## config.mk

```make
export PLATFORM = sky130hd
export DESIGN_NAME = line_raster_stepper_core
export DESIGN_NICKNAME = d
export VERILOG_FILES = /design/src/rtl/core/lrs_pkg.sv /design/src/rtl/core/line_raster_stepper_core.sv
export SDC_FILE = /design/constraint.sdc
export NUM_CORES = 1
export LEC_CHECK = 0
export BUFFER_PORTS_ARGS = -buffer_cell sky130_fd_sc_hd__buf_4
export CAP_MARGIN = 25
export CELL_PAD_IN_SITES_DETAIL_PLACEMENT = 0
export CELL_PAD_IN_SITES_GLOBAL_PLACEMENT = 2
export CORE_MARGIN = 3
export CORE_UTILIZATION = 37
export CTS_BUF_LIST = sky130_fd_sc_hd__clkbuf_16
export CTS_CLUSTER_SIZE = 30
export DETAILED_ROUTE_END_ITERATION = 6
export HOLD_SLACK_MARGIN = 0.05
export MAX_ROUTING_LAYER = met4
export PLACE_DENSITY = 0.89
export SLEW_MARGIN = 20
export SYNTH_ARGS = -nofsm -noshare
export SYNTH_HDL_FRONTEND = slang
export SYNTH_SLANG_ARGS = --single-unit
```

## constraint.sdc

```tcl
create_clock -name i_clk -period 11.7 [get_ports i_clk]
set_input_delay 0.585 -clock i_clk [delete_from_list [all_inputs] [get_ports i_clk]]
set_output_delay 0.585 -clock i_clk [all_outputs]
set_load 0.05 [all_outputs]
```

## src/rtl/core/lrs_pkg.sv

```systemverilog
// Types and constants for the line raster stepper.
// No dependencies; used by the core and its checker.
`default_nettype none

package lrs_pkg;

    localparam int COORD_BITS = 16;
    localparam int FRAME_BITS = COORD_BITS + 1;
    localparam int DEC_BITS   = COORD_BITS + 3;
    localparam int CALC_BITS  = COORD_BITS + 4;

    typedef enum logic {
        OP_LOAD = 1'b0,
        OP_NEXT = 1'b1
    } t_op;

    typedef struct packed {
        logic back;
        logic neg;
        logic swap;
    } t_mode;

    typedef struct packed {
        t_op                           op;
        logic signed [COORD_BITS-1:0]  start_x;
        logic signed [COORD_BITS-1:0]  start_y;
        logic signed [COORD_BITS-1:0]  end_x;
        logic signed [COORD_BITS-1:0]  end_y;
    } t_in_item;

    typedef struct packed {
        logic signed [COORD_BITS-1:0]  point_x;
        logic signed [COORD_BITS-1:0]  point_y;
        logic                          point_valid;
        logic                          last_point;
        logic        [COORD_BITS-1:0]  cell_count;
    } t_out_item;

endpackage

`default_nettype wire

```

## src/rtl/core/line_raster_stepper_core.sv

```systemverilog
// Line raster stepper: Bresenham line walker over all octants.
// Depends on lrs_pkg for the item types and width constants.
//
// Usage:
//   Input channel i_valid/i_item/o_stall, output channel o_valid/o_item/i_stall.
//   A load item (op = OP_LOAD) sets up a line from start to end and returns
//   the number of cells it will emit in cell_count (0 when start equals end).
//   Each next item (op = OP_NEXT) returns one cell, start excluded, end
//   included, with last_point on the end cell. A next item with no line
//   loaded, or after the end cell, returns an all-zero item.
//   Registered result: o_valid rises in the cycle after accept. One item per cycle
//   unless stalled; the step is one add and compare on the stored decision term.
//   The result register frees as it is taken, so a new item is accepted in
//   the same cycle the previous result leaves.
//   Stall: while o_valid is high and i_stall is high, o_item holds and
//   o_stall is raised, so no further item is taken.
//   Reset: synchronous, active low; clears the output valid and drops any
//   loaded line.
`default_nettype none

module line_raster_stepper_core (
    input  wire logic             i_clk,
    input  wire logic             i_rst_n,
    input  wire logic             i_valid,
    input  wire lrs_pkg::t_in_item  i_item,
    output logic                  o_stall,
    output logic                  o_valid,
    output lrs_pkg::t_out_item    o_item,
    input  wire logic             i_stall
);

    localparam int CW = lrs_pkg::COORD_BITS;
    localparam int FW = lrs_pkg::FRAME_BITS;
    localparam int DB = lrs_pkg::DEC_BITS;
    localparam int KW = lrs_pkg::CALC_BITS;

    logic                    r_active, n_active;
    logic [CW-1:0]           r_left, n_left;
    logic signed [FW-1:0]    r_major, n_major;
    logic signed [FW-1:0]    r_minor, n_minor;
    logic signed [DB-1:0]    r_dec, n_dec;
    logic [CW-1:0]           r_du, n_du;
    logic [CW-1:0]           r_dv, n_dv;
    lrs_pkg::t_mode          r_mode, n_mode;
    logic                    r_out_valid, n_out_valid;
    lrs_pkg::t_out_item      r_out, n_out;

    logic                    accept;
    // load path
    logic signed [FW-1:0]    sx, sy, ex, ey, dx, dy, adx, ady, yn0, ud;
    logic [CW-1:0]           du, dv;
    logic                    swap, neg;
    // step path
    logic signed [KW-1:0]    d, two_dv, two_du, a, nd;
    logic signed [FW-1:0]    nmaj, nmin, xs, yns, ys;

    assign o_stall = r_out_valid && i_stall;
    assign accept  = i_valid && !o_stall;
    assign o_valid = r_out_valid;
    assign o_item  = r_out;

    always_comb begin
        sx  = FW'(i_item.start_x);
        sy  = FW'(i_item.start_y);
        ex  = FW'(i_item.end_x);
        ey  = FW'(i_item.end_y);
        dx  = ex - sx;
        dy  = ey - sy;
        adx = dx[FW-1] ? -dx : dx;
        ady = dy[FW-1] ? -dy : dy;
        swap = ady > adx;
        neg  = (dx != '0) && (dy != '0) && (dx[FW-1] != dy[FW-1]);
        du   = swap ? ady[CW-1:0] : adx[CW-1:0];
        dv   = swap ? adx[CW-1:0] : ady[CW-1:0];
        yn0  = neg ? -sy : sy;
        ud   = swap ? (neg ? -dy : dy) : dx;

        two_dv = KW'({r_dv, 1'b0});
        two_du = KW'({r_du, 1'b0});
        d      = KW'(r_dec);
        a      = d - two_dv;
        if (r_mode.back) begin
            nmaj = r_major - FW'(1);
            if (a > (two_dv - two_du)) begin
                nd   = a;
                nmin = r_minor;
            end else begin
                nd   = a + two_du;
                nmin = r_minor - FW'(1);
            end
        end else begin
            nmaj = r_major + FW'(1);
            if (d > KW'(0)) begin
                nd   = d + two_dv - two_du;
                nmin = r_minor + FW'(1);
            end else begin
                nd   = d + two_dv;
                nmin = r_minor;
            end
        end
        xs  = r_mode.swap ? nmin : nmaj;
        yns = r_mode.swap ? nmaj : nmin;
        ys  = r_mode.neg ? -yns : yns;
    end

    always_comb begin
        n_active = r_active;
        n_left   = r_left;
        n_major  = r_major;
        n_minor  = r_minor;
        n_dec    = r_dec;
        n_du     = r_du;
        n_dv     = r_dv;
        n_mode   = r_mode;
        n_out    = r_out;
        n_out_valid = r_out_valid && i_stall;
        if (accept) begin
            n_out_valid = 1'b1;
            n_out       = '0;
            unique case (i_item.op)
                lrs_pkg::OP_LOAD: begin
                    n_active = 1'b0;
                    n_left   = '0;
                    if ((dx != '0) || (dy != '0)) begin
                        n_active    = 1'b1;
                        n_left      = du;
                        n_du        = du;
                        n_dv        = dv;
                        n_major     = swap ? yn0 : sx;
                        n_minor     = swap ? sx : yn0;
                        n_dec       = DB'(KW'({dv, 1'b0}) - KW'(du));
                        n_mode.swap = swap;
                        n_mode.neg  = neg;
                        n_mode.back = ud[FW-1];
                        n_out.cell_count = du;
                    end
                end
                lrs_pkg::OP_NEXT: begin
                    if (r_active) begin
                        n_major = nmaj;
                        n_minor = nmin;
                        n_dec   = DB'(nd);
                        n_left  = r_left - CW'(1);
                        n_out.point_x     = xs[CW-1:0];
                        n_out.point_y     = ys[CW-1:0];
                        n_out.point_valid = 1'b1;
                        if (r_left == CW'(1)) begin
                            n_out.last_point = 1'b1;
                            n_active         = 1'b0;
                        end
                    end
                end
                default: ;
            endcase
        end
    end

    always_ff @(posedge i_clk) begin
        if (!i_rst_n) begin
            r_active    <= 1'b0;
            r_left      <= '0;
            r_major     <= '0;
            r_minor     <= '0;
            r_dec       <= '0;
            r_du        <= '0;
            r_dv        <= '0;
            r_mode      <= '0;
            r_out_valid <= 1'b0;
        end else begin
            r_active    <= n_active;
            r_left      <= n_left;
            r_major     <= n_major;
            r_minor     <= n_minor;
            r_dec       <= n_dec;
            r_du        <= n_du;
            r_dv        <= n_dv;
            r_mode      <= n_mode;
            r_out_valid <= n_out_valid;
        end
    end

    always_ff @(posedge i_clk) begin
        r_out <= n_out;
    end

endmodule

`default_nettype wire

```

# After elaboration in Yosys (flattened, before gate mapping)
# Index checks and enable logic that the tools add are counted.
[word_totals]
ff_bits = 156
inputBits = 69
word_cells = 91
[op_classes]
add_sub_neg = 17
n_lt_le_gt_ge = 3
eq_ne = 4
n_mux = 38
n_bitwise = 1
n_reduce_logical = 12
[op_table]
columns = ["op", "n"]
rows = [
  ["two-way mux 17 bit", 15],
  ["two-way mux 16 bit", 7],
  ["two-way mux 19 bit", 5],
  ["case mux 17 bit (2 select lines)", 2],
  ["adder 19 x 18 -> 19 bit", 2],
  ["case mux 19 bit (2 select lines)", 1],
  ["adder 17 x 2 -> 17 bit, second input constant", 2],
  ["negation 17 bit", 2],
  ["nonzero test 17 bit", 2],
  ["subtractor 16 x 16 -> 17 bit", 2],
  ["subtractor 17 x 2 -> 17 bit, second input constant", 2],
  ["case mux 16 bit (2 select lines)", 1],
  ["greater-than comparator 20 x 18 -> 1 bit", 1],
  ["subtractor 19 x 18 -> 20 bit", 1],
  ["greater-than comparator 19 x 1 -> 1 bit, second input constant", 1],
  ["subtractor 19 x 18 -> 19 bit", 1],
  ["subtractor 17 x 16 -> 18 bit", 1],
  ["subtractor 17 x 17 -> 18 bit", 1],
  ["greater-than comparator 17 bit", 1],
  ["negation 16 -> 17 bit", 1],
  ["equality test 16 x 1 -> 1 bit, second input constant", 1],
  ["negation 16 bit", 1],
  ["subtractor 16 x 1 -> 16 bit, second input constant", 1],
  ["AND reduction 3 bit", 2],
  ["11 further kinds", 19],
]

# Depth between registers and ports, before layout
# Gate-level depths: netlist of the first run.
[depth]
ltp_word = 8
mapped_depth = 44
mapped_depth_nobuf = 40

# Worst setup path before layout of the first run
# No wires, ideal clock.
[synth_timing]
path_type = "input to register"
start = "in i_item[57] (netlist name)"
end = "reg r_dec[14]"
setup_time_ps = 74
arrival_time_ps = 8599
slack_ps = 3027
path_stages = 43
n_path_buf = 6
cell_sequence = "inv_1 -> ha_1 -> buf_2 -> a2111oi_0 -> o21ai_0 -> o21ai_0 -> nand3_1 -> o221ai_1 -> clkbuf_1 -> clkbuf_1 -> nor2_1 -> a21oi_1 -> ha_1 -> nor2b_1 -> o21a_1 -> o21a_1 -> o21ai_0 -> a21oi_1 -> [7 not listed] -> buf_1 -> buf_2 -> mux2i_1 -> fa_1 -> a21o_1 -> a21oi_1 -> o21bai_1 -> a21oi_1 -> a21boi_0 -> o31ai_1 -> nand2b_1 -> nor4_1 -> a211oi_2 -> a211oi_1 -> or3_4 -> nand3_1 -> or3b_1 -> a31oi_1"
[synth_between]
elab_chain_cells = 8
elab_cells_between_ends = 13
[synth_lines]
columns = ["element", "line", "source"]
rows = [
  ["start, declared", "line_raster_stepper_core.sv:25", "input wire lrs_pkg::t_in_item i_item,"],
  ["subtractor 16 x 16 -> 17 bit (*)", "line_raster_stepper_core.sv:67", "dx = ex - sx;"],
  ["negation 17 bit", "line_raster_stepper_core.sv:69", "adx = dx[FW-1] ? -dx : dx;"],
  ["two-way mux 17 bit (*)", "line_raster_stepper_core.sv:69", ""],
  ["greater-than comparator 17 bit", "line_raster_stepper_core.sv:71", "swap = ady > adx;"],
  ["two-way mux 16 bit (*)", "line_raster_stepper_core.sv:74", "dv = swap ? adx[CW-1:0] : ady[CW-1:0];"],
  ["net dv[0]", "line_raster_stepper_core.sv:51", "logic [CW-1:0] du, dv;"],
  ["subtractor 17 x 16 -> 18 bit (*)", "line_raster_stepper_core.sv:131", "n_dec = DB'(KW'({dv, 1'b0}) - KW'(du));"],
  ["two-way mux 19 bit (*)", "line_raster_stepper_core.sv:124", "if ((dx != '0) || (dy != '0)) begin"],
  ["case mux 19 bit (2 select lines) (*)", "line_raster_stepper_core.sv:120", "unique case (i_item.op)"],
  ["end signal, assigned", "line_raster_stepper_core.sv:174", "r_dec <= n_dec;"],
  ["end, declared", "line_raster_stepper_core.sv:41", "logic signed [DB-1:0] r_dec, n_dec;"],
]
# Mark *: on every way through the listed nets, which the timed path passes. The rest lies on a longest branch. The select of a mux whose other input is x is not followed.
# A chain may end at the register's enable or synchronous reset.

# Worst setup path after layout of the first run
[layout_timing]
start = "in i_item[48] (netlist name)"
end = "reg r_dec[14]"
# The elaborated chain is that of the path after synthesis.

==> results.json, run 1 <==
{
  "grtUsageTotal_pct": 23.5,
  "power.ir.vdd_worst_uv": 241,
  "coreArea_um2": 45500,
  "path_max_fanout": 67,
  "synth_edf_count": 50,
  "post-route-util_pct": 42.0,
  "cts_tree": "built",
  "cts_resized": 0,
  "ioPinCount": 121,
  "fin_crit_ps": 9350,
  "netlist_instances": 2294,
  "vias": 16600,
  "hold_class": "input pin to flip-flop",
  "fmax_mhz": 107,
  "gr-total-overflow": 0,
  "leakagePower_nw": 8.03,
  "seq_area_frac_synth_pct": 21.0,
  "via_per_inst": 5.61,
  "tightest_slew_ps": 952,
  "htreeDepth": 4,
  "internal_power_mw": 2.74,
  "switching_share_pct": 54.5,
  "fin_crit_sh_pct": 79.9,
  "numPortBuffers": 120,
  "hold-path-endpoint": "o_valid",
  "ys.flop_type": "dfxtp_1",
  "required_ps": 12080,
  "rr_startpoint": "r_dv[1]",
  "reg2reg_slack_ps": 3180,
  "synth.cell_area_um2": 17100,
  "firstDrtPassIters": 6,
  "dieWidth_um": 221,
  "synth-seq-cells": 154,
  "rsz0062_at_grt": "false",
  "pre_cts_ws_ps": 2020,
  "nNetsFinal": 2608,
  "cts_inserted_buffers": 17,
  "placementRows": 78,
  "rr_worst_depth": 32,
  "worstHoldStart": "i_valid",
  "drt_iter0_markers": 1194,
  "clk_pin_slew_ps": 70,
  "start_util_pct": 37.5,
  "status": "finished, final reports clean",
  "synthArstFlopShare_pct": 0,
  "power.density_nw_per_um2": 316,
  "dp_hpwl_mm": 45.0,
  "cts_root_buf": "clkbuf_16",
  "antenna_left": 0,
  "clock_skew_ps": 18.7,
  "reg2reg_to": "o_item[33]",
  "clk_latency_ps": 460,
  "synth_cell_types": 92,
  "antenna_found_initial": 4,
  "finalHoldViolCount": 0,
  "cts_setup_buffers": 0,
  "clkSinkCount": 154,
  "p_total_mw": 6.03,
  "clockBufferDepth": 2,
  "path_class": "input pin to flip-flop",
  "synth_warnings": 0,
  "p_seq_share_pct": 12.2,
  "postRouteWirelength_mm": 57.2,
  "postCtsHoldBufs": 0,
  "relSlewSlack_pct": 36.5,
  "grt_max_degree": 81,
  "critPathCaptureType": "flip-flop",
  "cpMaxStageDelayCell": "buf_4",
  "critical_path.max_stage_delay_ps": 630,
  "p_sw_mw": 3.29,
  "setup_tns_ps": 0,
  "syn-num-nets": 2552,
  "routedWlPerCell_um": 19.3,
  "critPathLaunch": "i_item[48]",
  "dieArea_um2": 48800,
  "finalSetupViolCount": 0,
  "synthToLayoutAreaGrowth_pct": 11.8,
  "die_h_um": 221,
  "place.gp.congestion": 0.924,
  "maxSlewViolCount": 0,
  "grt_pass1_wl_mm": 89.0,
  "power_frac_clock_pct": 9.4,
  "drive_above_1_share_pct": 9.52,
  "arrival_ps": 9730,
  "crit_path_start_kind": "input pin",
  "layout_setup_ws_ps": 2350,
  "holdPathStages": 2,
  "p_comb_share_pct": 78.5,
  "synth_area_per_cell_um2": 7.44,
  "grt_pass1_vias": 15800,
  "drc_errors": 0,
  "maxCapViolCount": 0
}
==> how the worst max path moves through the flow <==
stage,end,slack (ps)
2_1_floorplan,r_dec[14],3030
3_3_place_gp,r_dec[14],2250
3_5_place_dp,r_dec[14],2020
4_1_cts,r_dec[14],2480
5_1_grt,r_dec[14],1620
6_report,r_dec[14],2350
==> layout make-up <==
cell class,count,area (um2)
Inverter,171,642
Sequential cell,154,3580
Antenna cell,3,7.51
Clock buffer,18,450
Timing Repair Buffer,139,1040
Tap cell,600,751
Fill cell,4723,26400
Multi-Input combinational cell,1867,12500
Clock inverter,14,134
==> cell families (layout without fill, tap and decap cells) <==
kind of cell | after synthesis | in the layout | share of synthesized area, %
compound gates | 701 | 701 | 26.2
buf+inv | 273 | 342 | 6.13
mux | 47 | 47 | 2.84
flops | 154 | 154 | 21.0
simple gates | 740 | 740 | 19.7
fa+ha+maj | 191 | 191 | 14.4
xor+xnor | 188 | 188 | 9.80
other cells | 0 | 3 | 0
==> placed cells by master (no fill, tap or decap), types with 46 or more instances in the layout <==
master    netlist  routed
nand2_1       238     238
nor2_1        254     254
ha_1          180     180
o21ai_0       158     157
xnor2_1       121     121
xor2_1         65      65
nand3_1        46      46
buf_4           1     139
inv_1         167     166
dfxtp_1       104     103
edfxtp_1       50      50
a21oi_1       212     212
==> routing by layer <==
metal	global-route usage, %	part of all wire (%)	wire length [um]
met3	2.80	5.1	2930
met2	35.3	43	24700
met5	-	0	0
met4	7.08	2.7	1530
met1	33.1	49	28000
==> flip-flops by register name (all words and copies together), names as in the netlist <==
register and cells:
o_item 50, r_dec 19, r_du 16, r_dv 16
r_left 16, r_major 16, r_minor 16, r_mode 3
o_valid 1, r_active 1
==> cell usage after synthesis (16+ instances only) <==
library cell / number / area (um2)
a21o_1: 35 / 263
a21oi_1: 212 / 1060
nor3_1: 44 / 220
o21ai_0: 158 / 791
a21boi_0: 26 / 195
xor2_1: 65 / 569
o21bai_1: 32 / 240
nor2_1: 254 / 953
ha_1: 180 / 2250
xnor2_1: 121 / 1060
and2_1: 16 / 100
o31ai_1: 16 / 120
nor2b_1: 25 / 156
nand2_1: 238 / 893
dfxtp_1: 104 / 2080
buf_1: 17 / 63.8
mux2i_1: 36 / 360
nand2b_1: 23 / 144
nand3_1: 46 / 230
edfxtp_1: 50 / 1500
o211ai_1: 38 / 285
a31oi_1: 25 / 156
or3_1: 17 / 106
inv_1: 167 / 627
clkbuf_1: 75 / 282
a211oi_1: 32 / 240
==> worst max-delay path, delay by kind of cell <==
| kind | cells | cell delay (ps) |
|---|---|---|
| compound gates | 16 | 3640 |
| xor+xnor | 1 | 360 |
| fa+ha+maj | 5 | 1630 |
| buf+inv | 3 | 860 |
| simple gates | 13 | 2640 |
==> per-stage QoR <==
step,instance area [um2],std cells,hold WS (ps)
6_report,19100,2966,349
5_1_grt,19100,2965,345
4_1_cts,19100,2963,325
3_5_place_dp,18500,2931,452
3_3_place_gp,18500,2930,439
2_1_floorplan,17100,2294,429
==> power by group through the flow <==
stage / clock, mW / combinational, mW / sequential, mW
4_1_cts: 0.578 / 4.70 / 0.732
3_3_place_gp: 0 / 4.62 / 0.741
6_report: 0.566 / 4.73 / 0.733
2_1_floorplan: 0 / 3.44 / 0.785
5_1_grt: 0.600 / 5.27 / 0.745
3_5_place_dp: 0 / 4.68 / 0.743
Power figures use the tool's default switching activity.
==> run 2: changes to the inputs <==
Settings changed: CORE_UTILIZATION 37 to 33, PLACE_DENSITY 0.89 to 0.84.
Clock period 11.7 ns to 8.1 ns, I/O delays scaled along.
==> results.json, run 2 (synthesis gave the netlist of run 1 again) <==
{
  "status": "finished, final reports clean",
  "ioPinCount": 121,
  "grt_pass1_wl_mm": 90.4,
  "synthToLayoutAreaGrowth_pct": 17.2,
  "placed_area_um2": 19400,
  "hold_class": "input pin to flip-flop",
  "cts_inserted_buffers": 17,
  "finalSetupViolCount": 0,
  "tightest_slew_ps": 948,
  "post-route-util_pct": 39.5,
  "firstDrtPassIters": 5,
  "drc_errors": 0,
  "fin_crit_sh_pct": 96.0,
  "power.ir.vdd_worst_uv": 265,
  "layout.cells.non_filler": 3132,
  "fmax_mhz": 129,
  "crit_path_start_kind": "input pin",
  "dp_hpwl_mm": 46.5,
  "clock_skew_ps": 16.8,
  "clk_pin_slew_ps": 70,
  "nNetsFinal": 2705,
  "postCtsHoldBufs": 0,
  "htreeDepth": 4,
  "critPathCaptureType": "flip-flop",
  "power_frac_clock_pct": 9.0,
  "via_per_inst": 5.39,
  "rsz0062_at_grt": "true",
  "coreArea_um2": 50700,
  "drt_iter0_markers": 1095,
  "postRouteWirelength_mm": 58.7,
  "leakagePower_nw": 8.53,
  "path_class": "input pin to flip-flop",
  "clkSinkCount": 154,
  "p_sw_mw": 4.85,
  "fill_cells": 5348,
  "antenna_found_initial": 2,
  "final_cell_mix": "nor2_1, nand2_1, buf_4",
  "clk_latency_ps": 460,
  "final_area_um2": 20000,
  "placementRows": 82,
  "vias": 16900,
  "switching_share_pct": 52.8,
  "routedWlPerCell_um": 18.7,
  "whs_ps": 170,
  "path_max_fanout": 22,
  "grt_max_degree": 81,
  "required_ps": 8470,
  "cpMaxStageDelayCell": "a2111oi_0",
  "start_util_pct": 33.7,
  "die_h_um": 233,
  "antenna_cells": 0,
  "fin_crit_ps": 7770,
  "gr-total-overflow": 0,
  "clockBufferDepth": 2,
  "p_comb_share_pct": 79.5,
  "internal_power_mw": 4.35,
  "arrival_ps": 8150,
  "numPortBuffers": 120,
  "cts_tree": "built",
  "drive_above_1_share_pct": 13.7,
  "power.density_nw_per_um2": 460,
  "maxSlewViolCount": 0,
  "finalHoldViolCount": 0,
  "final_common_cell": "nor2_1",
  "grtUsageTotal_pct": 21.8,
  "antenna_left": 0,
  "maxCapViolCount": 0,
  "place_inst": 3100,
  "relSlewSlack_pct": 36.8,
  "place.gp.congestion": 0.921,
  "grt_pass1_vias": 16000,
  "crit_top_cell": "o21ai_0",
  "dieArea_um2": 54500,
  "p_seq_share_pct": 11.5,
  "critical_path.max_stage_delay_ps": 500,
  "cts_setup_buffers": 0,
  "cts_resized": 0,
  "dieWidth_um": 233,
  "largest_register_ff_count": 50,
  "cts_root_buf": "clkbuf_16"
}
run 2: power groups by stage:
stage                     clock (mW)  sequential, mW  combinational, mW
after detailed placement           0            1.07               7.21
after CTS                      0.853            1.06               7.26
after global routing           0.880            1.07               8.08
final                          0.831            1.06               7.31
after floorplan                    0            1.13               5.01
after global placement             0            1.07               7.13
run 2: final timing paths:
| check | start | endpoint | slack [ps] | depth (start not counted) |
|---|---|---|---|---|
| setup reg to reg | r_dv[1] | o_item[33] | 510 | 34 |
| setup / recovery | i_item[57] | r_dec[14] | 330 | 38 |
| hold / removal | i_valid | o_valid | 170 | 2 |
| hold reg to reg | r_left[13] | r_left[13] | 450 | 2 |
run 2: through the flow:
step	power [mW]	TNS, ps	setup slack [ps]
after floorplan	6.15	0	1.70
after global placement	8.20	0	39.1
after detailed placement	8.29	-199	-158
after CTS	9.16	0	307
after global routing	10.0	-1.26	-1.26
final	9.20	0	327
run 2: worst max-delay path: cells and delay by family:
family	cells	cell delay [ps]
buffers and inverters	3	490
muxes	1	320
AOI/OAI and AO/OA	21	3870
xor gates and xnor gates	1	260
adders and majority gates	3	960
and+or+nand+nor	9	1830
run 2: layer usage:
| metal | routed length, um | up-vias | GRT usage (%) |
|---|---|---|---|
| met3 | 2790 | 47 | 2.56 |
| met1 | 28800 | 7999 | 30.3 |
| li1 | - | 8444 | - |
| met2 | 26000 | 377 | 33.6 |
| met4 | 1220 | 0 | 5.95 |
| met5 | 0 | - | - |
run 2: layout make-up:
class	count	area, um2	share of cell area [%]
clock inverters	15	166	0.831
inverters	171	642	3.21
repair buffers	236	1780	8.91
multi-input cells	1867	12600	62.8
clock buffers	17	425	2.13
flip-flops and latches	154	3580	17.9
well taps	672	841	4.20
==> run 3: changes to the inputs <==
Settings changed: CORE_MARGIN 3 to 2.
==> results.json, run 3 (synthesis gave the netlist of run 1 again) <==
{
  "crit_path_start_kind": "input pin",
  "power_frac_clock_pct": 9.0,
  "layout.cells.non_filler": 3141,
  "antenna_left": 0,
  "ioPinCount": 121,
  "required_ps": 8480,
  "clockBufferDepth": 2,
  "drive_above_1_share_pct": 14.1,
  "grt_pass1_wl_mm": 90.9,
  "nNetsFinal": 2705,
  "fin_crit_ps": 7680,
  "cts_tree": "built",
  "dieArea_um2": 53600,
  "internal_power_mw": 4.41,
  "clkSinkCount": 154,
  "coreArea_um2": 51200,
  "largest_register_ff_count": 50,
  "postRouteWirelength_mm": 58.3,
  "place.gp.congestion": 0.928,
  "p_comb_share_pct": 79.6,
  "grt_pass1_vias": 16100,
  "drc_errors": 0,
  "reg2reg_slack_ps": 600,
  "leakagePower_nw": 8.55,
  "p_sw_mw": 4.87,
  "htreeDepth": 4,
  "cts_root_buf": "clkbuf_16",
  "dieWidth_um": 231,
  "fmax_mhz": 130,
  "cpMaxStageDelayCell": "a2111oi_1",
  "clock_skew_ps": 7.88,
  "met1Wirelength_mm": 29.0,
  "dp_hpwl_mm": 46.7,
  "switching_share_pct": 52.5,
  "fin_crit_sh_pct": 94.8,
  "wl_met3_mm": 2.33,
  "antenna_found_initial": 1,
  "power.ir.vdd_worst_uv": 320,
  "critical_path.max_stage_delay_ps": 440,
  "start_util_pct": 33.4,
  "drt_iter0_markers": 1294,
  "vias": 16800,
  "grt_max_degree": 81,
  "relSlewSlack_pct": 28.0,
  "clk_latency_ps": 460,
  "grtUsageTotal_pct": 22.3,
  "die_h_um": 231,
  "arrival_ps": 8060,
  "clk_pin_slew_ps": 70,
  "final_cell_mix": "nor2_1, nand2_1, buf_4",
  "postCtsHoldBufs": 0,
  "route.met2.wl_mm": 26.2,
  "layout_setup_ws_ps": 424,
  "maxSlewViolCount": 0,
  "worstHoldStart": "i_valid",
  "hold_class": "input pin to flip-flop",
  "rr_worst_depth": 32,
  "synthToLayoutAreaGrowth_pct": 17.6,
  "final_common_cell": "nor2_1",
  "gr-total-overflow": 0,
  "maxCapViolCount": 0,
  "reg2reg_to": "o_item[33]",
  "tightest_slew_ps": 1070,
  "crit_top_cell": "o21ai_0",
  "finalSetupViolCount": 0,
  "firstDrtPassIters": 7,
  "p_seq_share_pct": 11.4,
  "rr_startpoint": "r_dv[2]",
  "critPathCaptureType": "flip-flop",
  "pre_cts_ws_ps": -139,
  "path_class": "input pin to flip-flop",
  "numPortBuffers": 120,
  "dr.max_layer_used": "met4",
  "routedWlPerCell_um": 18.6,
  "via_per_inst": 5.34,
  "place_inst": 3103,
  "hold-path-endpoint": "o_valid",
  "cts_inserted_buffers": 17,
  "path_max_fanout": 8,
  "status": "finished, final reports clean",
  "holdPathStages": 2,
  "placementRows": 83,
  "power.density_nw_per_um2": 462,
  "finalHoldViolCount": 0
}
-- run 3: final cells by class --
class | count | area (um2)
Fill cell | 5317 | 31100
Multi-Input combinational cell | 1867 | 12600
Sequential cell | 154 | 3590
Timing Repair Buffer | 236 | 1780
Tap cell | 680 | 851
Inverter | 171 | 642
Clock buffer | 17 | 425
Clock inverter | 15 | 166
Antenna cell | 1 | 2.50
-- run 3: what timing repair did --
| action | in CTS | in global routing |
|---|---|---|
| resized for setup | 0 | 26 |
| buffers inserted | 0 | 5 |
| endpoints found under the hold margin | 0 | 0 |
| setup endpoints to repair | 0 | 20 |
-- run 3: power by group through the flow --
stage	sequential, mW	combinational, mW	clock, mW
global placement	1.07	7.09	0
global route	1.08	8.20	0.876
detailed placement	1.07	7.18	0
finish	1.06	7.38	0.832
CTS	1.06	7.21	0.847
floorplan	1.13	5.01	0
-- run 3: metal layers --
| metal | up-vias | GRT usage [%] |
|---|---|---|
| li1 | 8449 | - |
| met1 | 7907 | 30.8 |
| met2 | 372 | 35.4 |
| met3 | 48 | 1.93 |
| met4 | 0 | 4.80 |
| met5 | - | - |
-- run 3: worst max path at each step --
stage / start / to / depth (start not counted)
after floorplan: i_item[16] / r_dec[14] / 43
after global placement: i_item[0] / r_dec[14] / 38
after detailed placement: i_item[0] / r_dec[14] / 40
after CTS: r_dv[1] / o_item[32] / 32
after global routing: i_item[0] / r_dec[14] / 39
final: i_item[57] / r_dec[14] / 40
-- run 3: per-stage QoR --
step | setup TNS (ps) | total power, mW | area (um2) | hold WS (ps) | utilization [%]
3_3_place_gp | -28.0 | 8.16 | 19300 | 436 | 37.8
6_report | 0 | 9.27 | 20100 | 166 | 39.2
5_1_grt | -93.4 | 10.1 | 20100 | 167 | 39.2
3_5_place_dp | -146 | 8.25 | 19300 | 450 | 37.8
2_1_floorplan | 0 | 6.15 | 17100 | 429 | -
4_1_cts | 0 | 9.12 | 19900 | 144 | 38.9
-- run 3: critical path, delay by kind of cell --
kind                       cells  cell delay (ps)
AOI/OAI and AO/OA             21             3820
and+or+nand+nor               11             1960
adders and majority gates      3              910
muxes                          1              330
buffers and inverters          4              610
